`src/hdl/msc_pkg.sv`:
```
// msc_pkg: shared types, register codes and helpers for the media streaming coprocessor.
// Used by msc_ctrl and media_streaming_coprocessor; no dependencies.
`timescale 1ns / 1ps

package msc_pkg;

  // Hardware revision reported in the status byte and ID string
  localparam logic [2:0] REVISION = 3'd1;

  // Word widths on the streams
  localparam int IN_W  = 88;
  localparam int OUT_W = 128;

  // Item kinds carried on in_tuser
  localparam logic [1:0] OP_READ  = 2'd0;
  localparam logic [1:0] OP_WRITE = 2'd1;
  localparam logic [1:0] OP_TICK  = 2'd2;

  // Read map
  localparam logic [2:0] RD_STATUS = 3'd0;
  localparam logic [2:0] RD_DATA   = 3'd1;
  localparam logic [2:0] RD_ID0    = 3'd2;
  localparam logic [2:0] RD_ID1    = 3'd3;
  localparam logic [2:0] RD_ID2    = 3'd4;
  localparam logic [2:0] RD_ID3    = 3'd5;
  localparam logic [2:0] RD_ID4    = 3'd6;
  localparam logic [2:0] RD_REV    = 3'd7;

  // Write map
  localparam logic [2:0] WR_OFS0    = 3'd0;
  localparam logic [2:0] WR_OFS1    = 3'd1;
  localparam logic [2:0] WR_OFS2    = 3'd2;
  localparam logic [2:0] WR_OFS3    = 3'd3;
  localparam logic [2:0] WR_TRK_LO  = 3'd4;
  localparam logic [2:0] WR_TRK_HI  = 3'd5;
  localparam logic [2:0] WR_VOLUME  = 3'd6;
  localparam logic [2:0] WR_CONTROL = 3'd7;

  // Status flag bit positions
  localparam int F_DBUSY  = 4;
  localparam int F_ABUSY  = 3;
  localparam int F_REPEAT = 2;
  localparam int F_PLAY   = 1;
  localparam int F_ERROR  = 0;

  localparam logic [4:0]  FLAGS_RESET = 5'h18;
  localparam logic [7:0]  VOLUME_RESET = 8'hff;
  // Audio stream starts past its 8-byte header
  localparam logic [31:0] AUDIO_START = 32'd8;
  localparam logic [31:0] SAMPLE_BYTES = 32'd4;

  // Input word, last field in the lowest bits
  typedef struct packed {
    logic               pad;
    logic               mute;
    logic               audio_at_end;
    logic signed [15:0] sample_right;
    logic signed [15:0] sample_left;
    logic [31:0]        track_loop_samples;
    logic               track_file_ok;
    logic               data_file_open;
    logic [7:0]         data_file_byte;
    logic [7:0]         write_data;
    logic [2:0]         reg_index;
  } in_item_t;

  // Result word, last field in the lowest bits
  typedef struct packed {
    logic [2:0]         pad;
    logic [15:0]        track_number;
    logic               track_open_request;
    logic               audio_sample_taken;
    logic [31:0]        audio_offset_now;
    logic               audio_seek_request;
    logic               data_byte_taken;
    logic [31:0]        data_offset_now;
    logic               data_seek_request;
    logic signed [15:0] out_right;
    logic signed [15:0] out_left;
    logic [7:0]         read_data;
  } out_item_t;

  // Decoded result of one command from the register block
  typedef struct packed {
    logic [7:0]         read_data;
    logic               data_seek_request;
    logic [31:0]        data_offset_now;
    logic               data_byte_taken;
    logic               audio_seek_request;
    logic [31:0]        audio_offset_now;
    logic               audio_sample_taken;
    logic               track_open_request;
    logic [15:0]        track_number;
    logic signed [15:0] smp_left;
    logic signed [15:0] smp_right;
    logic [7:0]         volume;
  } ctrl_res_t;

  // ID string bytes "S-MSU" then the revision digit
  function automatic logic [7:0] id_byte(input logic [2:0] idx);
    logic [7:0] b;
    b = 8'h00;
    unique case (idx)
      RD_ID0:  b = 8'h53;
      RD_ID1:  b = 8'h2d;
      RD_ID2:  b = 8'h4d;
      RD_ID3:  b = 8'h53;
      RD_ID4:  b = 8'h55;
      RD_REV:  b = 8'h30 + {5'd0, REVISION};
      default: b = 8'h00;
    endcase
    return b;
  endfunction

  // Unsigned x / 255, truncating, for x up to 32768 * 255.
  // Estimate by x/256 + x/65536, then correct with the remainder (below 4 * 255).
  function automatic logic [15:0] div255(input logic [23:0] x);
    logic [16:0] q0;
    logic [24:0] rem;
    logic [9:0]  rs;
    logic [1:0]  c;
    q0  = 17'(x[23:8]) + 17'(x[23:16]);
    rem = 25'(x) + 25'(q0) - {q0, 8'h00};
    rs  = rem[9:0];
    c   = {1'b0, rs >= 10'd255} + {1'b0, rs >= 10'd510} + {1'b0, rs >= 10'd765};
    return 16'(q0 + 17'(c));
  endfunction

endpackage

```
`src/hdl/msc_ctrl.sv`:
```
// msc_ctrl: bus register file and sequencing state of the media streaming coprocessor.
// Decodes one read, write or tick per fire and updates the offsets, track, volume and flags.
// Depends on msc_pkg.
`timescale 1ns / 1ps

module msc_ctrl (
  input  logic                clk,
  input  logic                rst_n,
  input  logic                cmd_fire,
  input  logic [1:0]          cmd_op,
  input  msc_pkg::in_item_t   cmd_item,
  output msc_pkg::ctrl_res_t  res
);
  import msc_pkg::*;

  logic [31:0] dpos_r, dpos_nxt;
  logic [31:0] apos_r, apos_nxt;
  logic [31:0] loop_r, loop_nxt;
  logic [15:0] trk_r, trk_nxt;
  logic [7:0]  vol_r, vol_nxt;
  logic [4:0]  flags_r, flags_nxt;
  logic        open_r, open_nxt;

  logic [7:0]  rd;
  logic        dseek, dtaken, aseek, ataken, topen;
  logic [2:0]  idx;
  logic [7:0]  wd;

  assign idx = cmd_item.reg_index;
  assign wd  = cmd_item.write_data;

  // State registers, updated once per processed word
  always_ff @(posedge clk) begin
    if (!rst_n) begin
      dpos_r  <= '0;
      apos_r  <= '0;
      loop_r  <= '0;
      trk_r   <= '0;
      vol_r   <= VOLUME_RESET;
      flags_r <= FLAGS_RESET;
      open_r  <= 1'b0;
    end else if (cmd_fire) begin
      dpos_r  <= dpos_nxt;
      apos_r  <= apos_nxt;
      loop_r  <= loop_nxt;
      trk_r   <= trk_nxt;
      vol_r   <= vol_nxt;
      flags_r <= flags_nxt;
      open_r  <= open_nxt;
    end
  end

  // Command decode
  always_comb begin
    dpos_nxt  = dpos_r;
    apos_nxt  = apos_r;
    loop_nxt  = loop_r;
    trk_nxt   = trk_r;
    vol_nxt   = vol_r;
    flags_nxt = flags_r;
    open_nxt  = open_r;
    rd        = 8'h00;
    dseek     = 1'b0;
    dtaken    = 1'b0;
    aseek     = 1'b0;
    ataken    = 1'b0;
    topen     = 1'b0;
    unique case (cmd_op)
      OP_READ: begin
        unique case (idx)
          RD_STATUS: rd = {flags_r, REVISION};
          RD_DATA: begin
            // data port only moves once the seek has finished
            if (!flags_r[F_DBUSY]) begin
              dpos_nxt = dpos_r + 32'd1;
              if (cmd_item.data_file_open) begin
                rd     = cmd_item.data_file_byte;
                dtaken = 1'b1;
              end
            end
          end
          default: rd = id_byte(idx);
        endcase
      end
      OP_WRITE: begin
        unique case (idx)
          WR_OFS0: dpos_nxt[7:0]   = wd;
          WR_OFS1: dpos_nxt[15:8]  = wd;
          WR_OFS2: dpos_nxt[23:16] = wd;
          WR_OFS3: begin
            dpos_nxt[31:24]    = wd;
            dseek              = cmd_item.data_file_open;
            flags_nxt[F_DBUSY] = 1'b0;
          end
          WR_TRK_LO: trk_nxt[7:0] = wd;
          WR_TRK_HI: begin
            trk_nxt[15:8] = wd;
            topen         = 1'b1;
            open_nxt      = cmd_item.track_file_ok;
            if (cmd_item.track_file_ok) begin
              apos_nxt = AUDIO_START;
              loop_nxt = AUDIO_START + {cmd_item.track_loop_samples[29:0], 2'b00};
            end
            // only data busy survives a track change; error marks a failed open
            flags_nxt          = '0;
            flags_nxt[F_DBUSY] = flags_r[F_DBUSY];
            flags_nxt[F_ERROR] = !cmd_item.track_file_ok;
          end
          WR_VOLUME: vol_nxt = wd;
          WR_CONTROL: begin
            flags_nxt[F_REPEAT] = wd[1];
            flags_nxt[F_PLAY]   = wd[0];
          end
          default: ;
        endcase
      end
      OP_TICK: begin
        if (flags_r[F_PLAY]) begin
          if (open_r) begin
            if (cmd_item.audio_at_end) begin
              // end of stream: loop back or stop at the start
              if (!flags_r[F_REPEAT]) begin
                flags_nxt[F_PLAY] = 1'b0;
                apos_nxt          = AUDIO_START;
              end else begin
                apos_nxt = loop_r;
              end
              aseek = 1'b1;
            end else begin
              apos_nxt = apos_r + SAMPLE_BYTES;
              ataken   = 1'b1;
            end
          end else begin
            flags_nxt[F_PLAY] = 1'b0;
          end
        end
      end
      default: ;
    endcase
  end

  // Result offsets and track reflect the state after this word; volume the state before
  always_comb begin
    res.read_data          = rd;
    res.data_seek_request  = dseek;
    res.data_offset_now    = dpos_nxt;
    res.data_byte_taken    = dtaken;
    res.audio_seek_request = aseek;
    res.audio_offset_now   = apos_nxt;
    res.audio_sample_taken = ataken;
    res.track_open_request = topen;
    res.track_number       = trk_nxt;
    res.smp_left           = ataken ? cmd_item.sample_left : 16'sd0;
    res.smp_right          = ataken ? cmd_item.sample_right : 16'sd0;
    res.volume             = vol_r;
  end

  // A data byte is only consumed once the data port is out of busy
  a_dtaken_not_busy: assert property (@(posedge clk) disable iff (!rst_n)
    cmd_fire && res.data_byte_taken |-> !flags_r[F_DBUSY])
    else $error("data byte taken while data busy");

  // Writing the top offset byte always clears data busy
  a_ofs3_clears_busy: assert property (@(posedge clk) disable iff (!rst_n)
    cmd_fire && cmd_op == OP_WRITE && idx == WR_OFS3 |=> !flags_r[F_DBUSY])
    else $error("data busy still set after offset write");

  // Successful track open rewinds the audio stream past its header
  a_open_rewinds: assert property (@(posedge clk) disable iff (!rst_n)
    cmd_fire && cmd_op == OP_WRITE && idx == WR_TRK_HI && cmd_item.track_file_ok
    |=> open_r && apos_r == AUDIO_START && !flags_r[F_PLAY])
    else $error("track open did not rewind audio offset");

endmodule

```
`src/hdl/media_streaming_coprocessor.sv`:
```
// Media streaming coprocessor: top level with input, product and result pipeline registers.
// Instantiates msc_ctrl; uses msc_pkg for word layouts and the divide-by-255 helper.
//
// Usage: each input word is one bus read, bus write or sample tick (kind on in_tuser),
// with the bus and stream fields on in_tdata. Every accepted word yields exactly one
// result word on out_tdata: read data, scaled stereo samples and the seek, offset and
// track-open requests that the data store and audio stream must act on.
// Each accepted word passes the input register, then the product register, then the result
// register before it appears on out_tvalid. Throughput: one word per cycle unless
// out_tready stalls the pipeline; the register state is updated as a word leaves the
// input register, and the 16x8 volume product is registered before the divide by 255.
// Reset (synchronous, rst_n low) empties the pipeline and sets data offset, audio offset,
// loop offset and track to zero, volume to 255 and both busy flags; zero writes to the
// offset and track registers are left to the driver.
// When the receiver holds out_tready low, the result is held and the pipeline fills;
// in_tready falls only once all three registers hold words.
`timescale 1ns / 1ps

module media_streaming_coprocessor (
  input  logic                        clk,
  input  logic                        rst_n,
  input  logic                        in_tvalid,
  output logic                        in_tready,
  // reg_index, write_data, data_file_byte, data_file_open, track_file_ok,
  // track_loop_samples, sample_left, sample_right, audio_at_end, mute, 1 pad bit
  input  logic [msc_pkg::IN_W-1:0]    in_tdata,
  // opcode
  input  logic [1:0]                  in_tuser,
  output logic                        out_tvalid,
  input  logic                        out_tready,
  // read_data, out_left, out_right, data_seek_request, data_offset_now, data_byte_taken,
  // audio_seek_request, audio_offset_now, audio_sample_taken, track_open_request,
  // track_number, 3 pad bits
  output logic [msc_pkg::OUT_W-1:0]   out_tdata
);
  import msc_pkg::*;

  // Product stage contents
  typedef struct packed {
    logic [7:0]  read_data;
    logic        data_seek_request;
    logic [31:0] data_offset_now;
    logic        data_byte_taken;
    logic        audio_seek_request;
    logic [31:0] audio_offset_now;
    logic        audio_sample_taken;
    logic        track_open_request;
    logic [15:0] track_number;
    logic [23:0] prod_l;
    logic [23:0] prod_r;
    logic        neg_l;
    logic        neg_r;
    logic        mute;
  } mid_t;

  logic       s1_v_r, s1_v_nxt;
  in_item_t   s1_item_r;
  logic [1:0] s1_op_r;
  logic       mid_v_r, mid_v_nxt;
  mid_t       mid_r, mid_nxt;
  logic       out_v_r, out_v_nxt;
  out_item_t  out_r, out_nxt;

  logic       in_fire, s1_adv, mid_adv, mid_ready, out_ready;
  ctrl_res_t  cres;
  logic [15:0] mag_l, mag_r, q_l, q_r;

  // Handshake chain: each register loads when empty or draining
  assign out_ready = !out_v_r || out_tready;
  assign mid_ready = !mid_v_r || out_ready;
  assign mid_adv   = mid_v_r && out_ready;
  assign s1_adv    = s1_v_r && mid_ready;
  assign in_tready = !s1_v_r || mid_ready;
  assign in_fire   = in_tvalid && in_tready;

  assign s1_v_nxt  = in_fire ? 1'b1 : (s1_adv ? 1'b0 : s1_v_r);
  assign mid_v_nxt = s1_adv ? 1'b1 : (mid_adv ? 1'b0 : mid_v_r);
  assign out_v_nxt = mid_adv ? 1'b1 : ((out_v_r && out_tready) ? 1'b0 : out_v_r);

  always_ff @(posedge clk) begin
    if (!rst_n) begin
      s1_v_r  <= 1'b0;
      mid_v_r <= 1'b0;
      out_v_r <= 1'b0;
    end else begin
      s1_v_r  <= s1_v_nxt;
      mid_v_r <= mid_v_nxt;
      out_v_r <= out_v_nxt;
    end
  end

  // Payload registers
  always_ff @(posedge clk) begin
    if (in_fire) begin
      s1_item_r <= in_item_t'(in_tdata);
      s1_op_r   <= in_tuser;
    end
    if (s1_adv) begin
      mid_r <= mid_nxt;
    end
    if (mid_adv) begin
      out_r <= out_nxt;
    end
  end

  msc_ctrl u_ctrl (
    .clk      (clk),
    .rst_n    (rst_n),
    .cmd_fire (s1_adv),
    .cmd_op   (s1_op_r),
    .cmd_item (s1_item_r),
    .res      (cres)
  );

  // Sample magnitude times volume
  assign mag_l = cres.smp_left[15]  ? (~cres.smp_left + 16'd1)  : cres.smp_left;
  assign mag_r = cres.smp_right[15] ? (~cres.smp_right + 16'd1) : cres.smp_right;

  always_comb begin
    mid_nxt.read_data          = cres.read_data;
    mid_nxt.data_seek_request  = cres.data_seek_request;
    mid_nxt.data_offset_now    = cres.data_offset_now;
    mid_nxt.data_byte_taken    = cres.data_byte_taken;
    mid_nxt.audio_seek_request = cres.audio_seek_request;
    mid_nxt.audio_offset_now   = cres.audio_offset_now;
    mid_nxt.audio_sample_taken = cres.audio_sample_taken;
    mid_nxt.track_open_request = cres.track_open_request;
    mid_nxt.track_number       = cres.track_number;
    mid_nxt.prod_l             = 24'(mag_l) * 24'(cres.volume);
    mid_nxt.prod_r             = 24'(mag_r) * 24'(cres.volume);
    mid_nxt.neg_l              = cres.smp_left[15];
    mid_nxt.neg_r              = cres.smp_right[15];
    mid_nxt.mute               = s1_item_r.mute && s1_op_r == OP_TICK;
  end

  // Divide by 255 toward zero, restore sign, apply mute
  assign q_l = div255(mid_r.prod_l);
  assign q_r = div255(mid_r.prod_r);

  always_comb begin
    out_nxt.pad                = '0;
    out_nxt.track_number       = mid_r.track_number;
    out_nxt.track_open_request = mid_r.track_open_request;
    out_nxt.audio_sample_taken = mid_r.audio_sample_taken;
    out_nxt.audio_offset_now   = mid_r.audio_offset_now;
    out_nxt.audio_seek_request = mid_r.audio_seek_request;
    out_nxt.data_byte_taken    = mid_r.data_byte_taken;
    out_nxt.data_offset_now    = mid_r.data_offset_now;
    out_nxt.data_seek_request  = mid_r.data_seek_request;
    out_nxt.read_data          = mid_r.read_data;
    out_nxt.out_left           = mid_r.mute ? 16'sd0 : (mid_r.neg_l ? -q_l : q_l);
    out_nxt.out_right          = mid_r.mute ? 16'sd0 : (mid_r.neg_r ? -q_r : q_r);
  end

  assign out_tvalid = out_v_r;
  assign out_tdata  = out_r;

  // Muted tick results carry silent samples
  a_mute_silent: assert property (@(posedge clk) disable iff (!rst_n)
    mid_adv && mid_r.mute |=> out_r.out_left == 16'sd0 && out_r.out_right == 16'sd0)
    else $error("muted tick produced nonzero samples");

  // Samples are only nonzero when a sample pair was consumed
  a_samples_need_take: assert property (@(posedge clk) disable iff (!rst_n)
    out_v_r && !out_r.audio_sample_taken |-> out_r.out_left == 16'sd0 &&
    out_r.out_right == 16'sd0)
    else $error("samples present without a consumed sample pair");

endmodule
```
`config.mk`:
```
export PLATFORM = sky130hd
export DESIGN_NAME = media_streaming_coprocessor
export DESIGN_NICKNAME = d
export VERILOG_FILES = /design/src/hdl/msc_pkg.sv /design/src/hdl/msc_ctrl.sv /design/src/hdl/media_streaming_coprocessor.sv
export SDC_FILE = /design/constraint.sdc
export NUM_CORES = 1
export LEC_CHECK = 0
export BUFFER_PORTS_ARGS = -buffer_cell sky130_fd_sc_hd__buf_2
export CAP_MARGIN = 20
export CORE_MARGIN = 1.5
export CORE_UTILIZATION = 55
export DETAILED_ROUTE_END_ITERATION = 16
export PLACE_DENSITY = 0.74
export SETUP_SLACK_MARGIN = 0.3
export SLEW_MARGIN = 30
export SYNTH_ARGS = -nofsm -noshare
export SYNTH_HDL_FRONTEND = slang
export SYNTH_SLANG_ARGS = --single-unit
```
`constraint.sdc`:
```
create_clock -name clk -period 8.85 [get_ports clk]
set_clock_uncertainty 0.1 [all_clocks]
set_input_delay 1.3275 -clock clk [delete_from_list [all_inputs] [get_ports clk]]
set_output_delay 1.3275 -clock clk [all_outputs]
set_load 0.01 [all_outputs]
```
==> impl_metrics.py <==
metrics = {
    "placement": {
        "gp_congestion": 0.892,
        "numPortBuffers": 217,
        "place_area_sq_um": 32800,
        "dp_hpwl_mm": 52.1,
    },
    "drt": {
        "drtAntennaViolNets": 0,
        "drtIter0Drc": 1619,
        "via_per_inst": 5.75,
        "post_drt_wl_per_cell_um": 17.9,
        "drc_errors": 0,
        "vias": 23400,
        "drt_wl_total_mm": 72.8,
        "dr.pass1.iters": 6,
    },
    "critical_path": {
        "crit_fanout": 32,
        "worstPathRequired_ns": 9.09,
        "reg2reg_from": "s1_op_r[0]",
        "worstSetupStartpoint": "s1_op_r[0]",
        "critPathCapture": "mid_r[26]",
        "rrSetupSlack_ns": 0.73,
        "cpPeakStageDelay_ns": 0.54,
        "worstSetupStartpointType": "flip-flop",
        "path_class": "flip-flop to flip-flop",
        "critPathMostFrequentCell": "fa_1",
        "crit_slowest_cell": "fa_1",
        "cp.arrival_ns": 8.35,
        "reg2reg_depth": 29,
        "endpoint_kind": "flip-flop",
        "rr_endpoint": "mid_r[26]",
    },
    "cells_and_area": {
        "syn2layout_area_growth_pct": 11.6,
        "final_nets": 3686,
        "stdcell_area_sq_um": 34700,
        "layout-drive-gt1-share_pct": 11.3,
    },
    "flow_run": {
        "maxCapViolations": 0,
    },
    "clocking": {
        "clk_latency_ns": 0.63,
        "numCtsBuffers": 50,
        "postCtsSetupRepairBufs": 0,
        "h-tree-depth": 2,
        "clkSinkCount": 483,
        "ctsHoldBuffers": 0,
        "clk_path_buf_depth": 3,
        "path_clk_slew_ns": 0.07,
        "root_buffer": "clkbuf_16",
        "cts_tree": "built",
        "ctsResizeCount": 0,
    },
    "yosys": {
        "yosysTopAreaCell": "edfxtp_1",
        "synth_common_cells": "391 x nand2_1, 356 x edfxtp_1, 287 x nor2_1",
        "ys_seq_area_share_pct": 42.6,
        "yosysWarnings": 0,
        "synthesis.area_sq_um": 31100,
        "synth.distinct_cells": 96,
        "synthArstFlopShare_pct": 0,
        "syn_area_per_cell_sq_um": 9.95,
        "ys_seq_elements": 483,
        "synth_edf_count": 356,
        "synth_top_area_share_pct": 34.4,
        "syn_inst": 3121,
        "yosys-top-cells-area": "edfxtp_1 34%, fa_1 11%, dfxtp_1 8.2%, ha_1 5.9%, nand2_1 4.7%",
        "synthMostInstantiatedCell": "nand2_1",
        "synthFlopType": "edfxtp_1",
    },
    "timing": {
        "setup_viol_count_final": 0,
        "rsz0062_at_grt": "false",
        "max_slew_margin_pct": 42.0,
        "final.setup.tns_ns": 0,
        "max_freq_mhz": 123,
        "finalHoldViolCount": 0,
        "fin_crit_sh_pct": 91.7,
        "tightest_slew_ns": 0.864,
        "min_period_ns": 8.12,
        "slew_viol_final": 0,
    },
    "global_route": {
        "grt_pass1_vias": 23500,
        "antenna_found_initial": 9,
        "globalRouteTotalUtil_pct": 25.2,
        "grt_max_degree": 102,
        "grt_overflow": 0,
        "grt_pass1_wl_mm": 118,
    },
    "worst_hold_path": {
        "hp-class": "flip-flop to flip-flop",
    },
    "die": {
        "io_pins": 224,
        "fp.dieH_um": 241,
        "die_w_um": 241,
        "initial_core_util_pct": 56.1,
        "core-area_sq_um": 55400,
        "rows": 86,
        "die_area_sq_um": 57900,
    },
    "power_and_ir_drop": {
        "p_leak_nw": 14.2,
        "p_per_area_nw_per_um2": 162,
        "ir_worst_vdd_uv": 179,
    },
    "status": {
        "status": "finished clean",
    },
}
[logic make-up (layout without fill, tap and decap cells)]
kind of cell	count (synthesis)	in the layout	share of synthesized area [%]
compound gates	544	544	11.6
xor+xnor	195	195	5.52
fa+ha+maj	320	320	17.1
buf+inv	423	613	5.21
flops	483	483	42.6
mux	27	27	0.906
other cells	1	4	0.0121
simple gates	1128	1128	17.0
[cell usage in the layout (no fill, tap or decap), types with 40 or more instances in the layout]
cell type	netlist	routed
nand2_1	391	390
edfxtp_1	356	356
nor2_1	287	286
inv_1	276	275
buf_2	7	217
fa_1	174	174
a21oi_1	145	145
ha_1	146	145
dfxtp_1	127	124
and2_1	117	117
xnor2_1	114	114
o21ai_0	111	111
nor3_1	83	81
xor2_1	80	80
nand3_1	63	63
clkbuf_16	0	52
a211oi_1	49	49
and3_1	40	40
[stage by stage]
step                      util [%]  cells  setup slack (ns)  total power [mW]  hold slack, ns
after floorplan                  -   3123              1.19              3.19           0.300
after global routing          62.5   4061             0.315              5.84           0.314
after detailed placement      59.1   3966             0.663              3.37           0.305
final                         62.5   4062             0.734              5.62           0.301
after CTS                     62.4   4059             0.583              5.65           0.295
after global placement        59.1   3965             0.874              3.34           0.300
[sequential cells by signal, indices dropped and copies added, names as in the netlist, 5 cells and up]
name,flops
mid_r,144
out_tdata,125
s1_item_r,85
u_ctrl.apos_r,32
u_ctrl.dpos_r,32
u_ctrl.flags_r,5
u_ctrl.loop_r,30
u_ctrl.trk_r,16
u_ctrl.vol_r,8
[power by group]
part           internal, mW  leakage (nW)  switching, mW
Clock                  1.36         0.865          0.926
Combinational         0.278          8.93          0.428
Sequential             2.54          4.44         0.0865
Total                  4.18          14.2           1.44
[final cells by class]
type	count	area [sq um]
fillers	4469	20800
multi-input cells	2217	16300
flip-flops and latches	483	13200
clock buffers	66	1390
repair buffers	240	1340
inverters	280	1060
well taps	748	936
clock inverters	27	418
diodes	1	2.50
[metal layers]
layer	up-vias	share of wire, %	GRT usage [%]
li1	11100	-	-
met3	154	7.3	5.38
met2	786	49	43.9
met1	11300	41	31.3
met4	18	2.5	8.35
met5	-	0.18	0
[worst min path at each step]
stage | end | cells after the start | from
after floorplan | out_tdata[0] | 0 | mid_r[136]
after global placement | out_tdata[70] | 0 | mid_r[132]
after detailed placement | out_tdata[117] | 0 | mid_r[59]
after CTS | out_tdata[110] | 0 | mid_r[52]
after global routing | out_tdata[110] | 0 | mid_r[52]
final | out_tdata[110] | 0 | mid_r[52]
[worst max-delay path, delay by kind of cell (launching register included)]
kind,cells,cell delay [ns]
xor gates and xnor gates,1,0.13
buffers and inverters,6,1.06
and+or+nand+nor,4,0.63
adders and majority gates,7,2.65
AOI/OAI and AO/OA,11,2.84
DFF,1,0.36
Power figures use the tool's default switching activity.
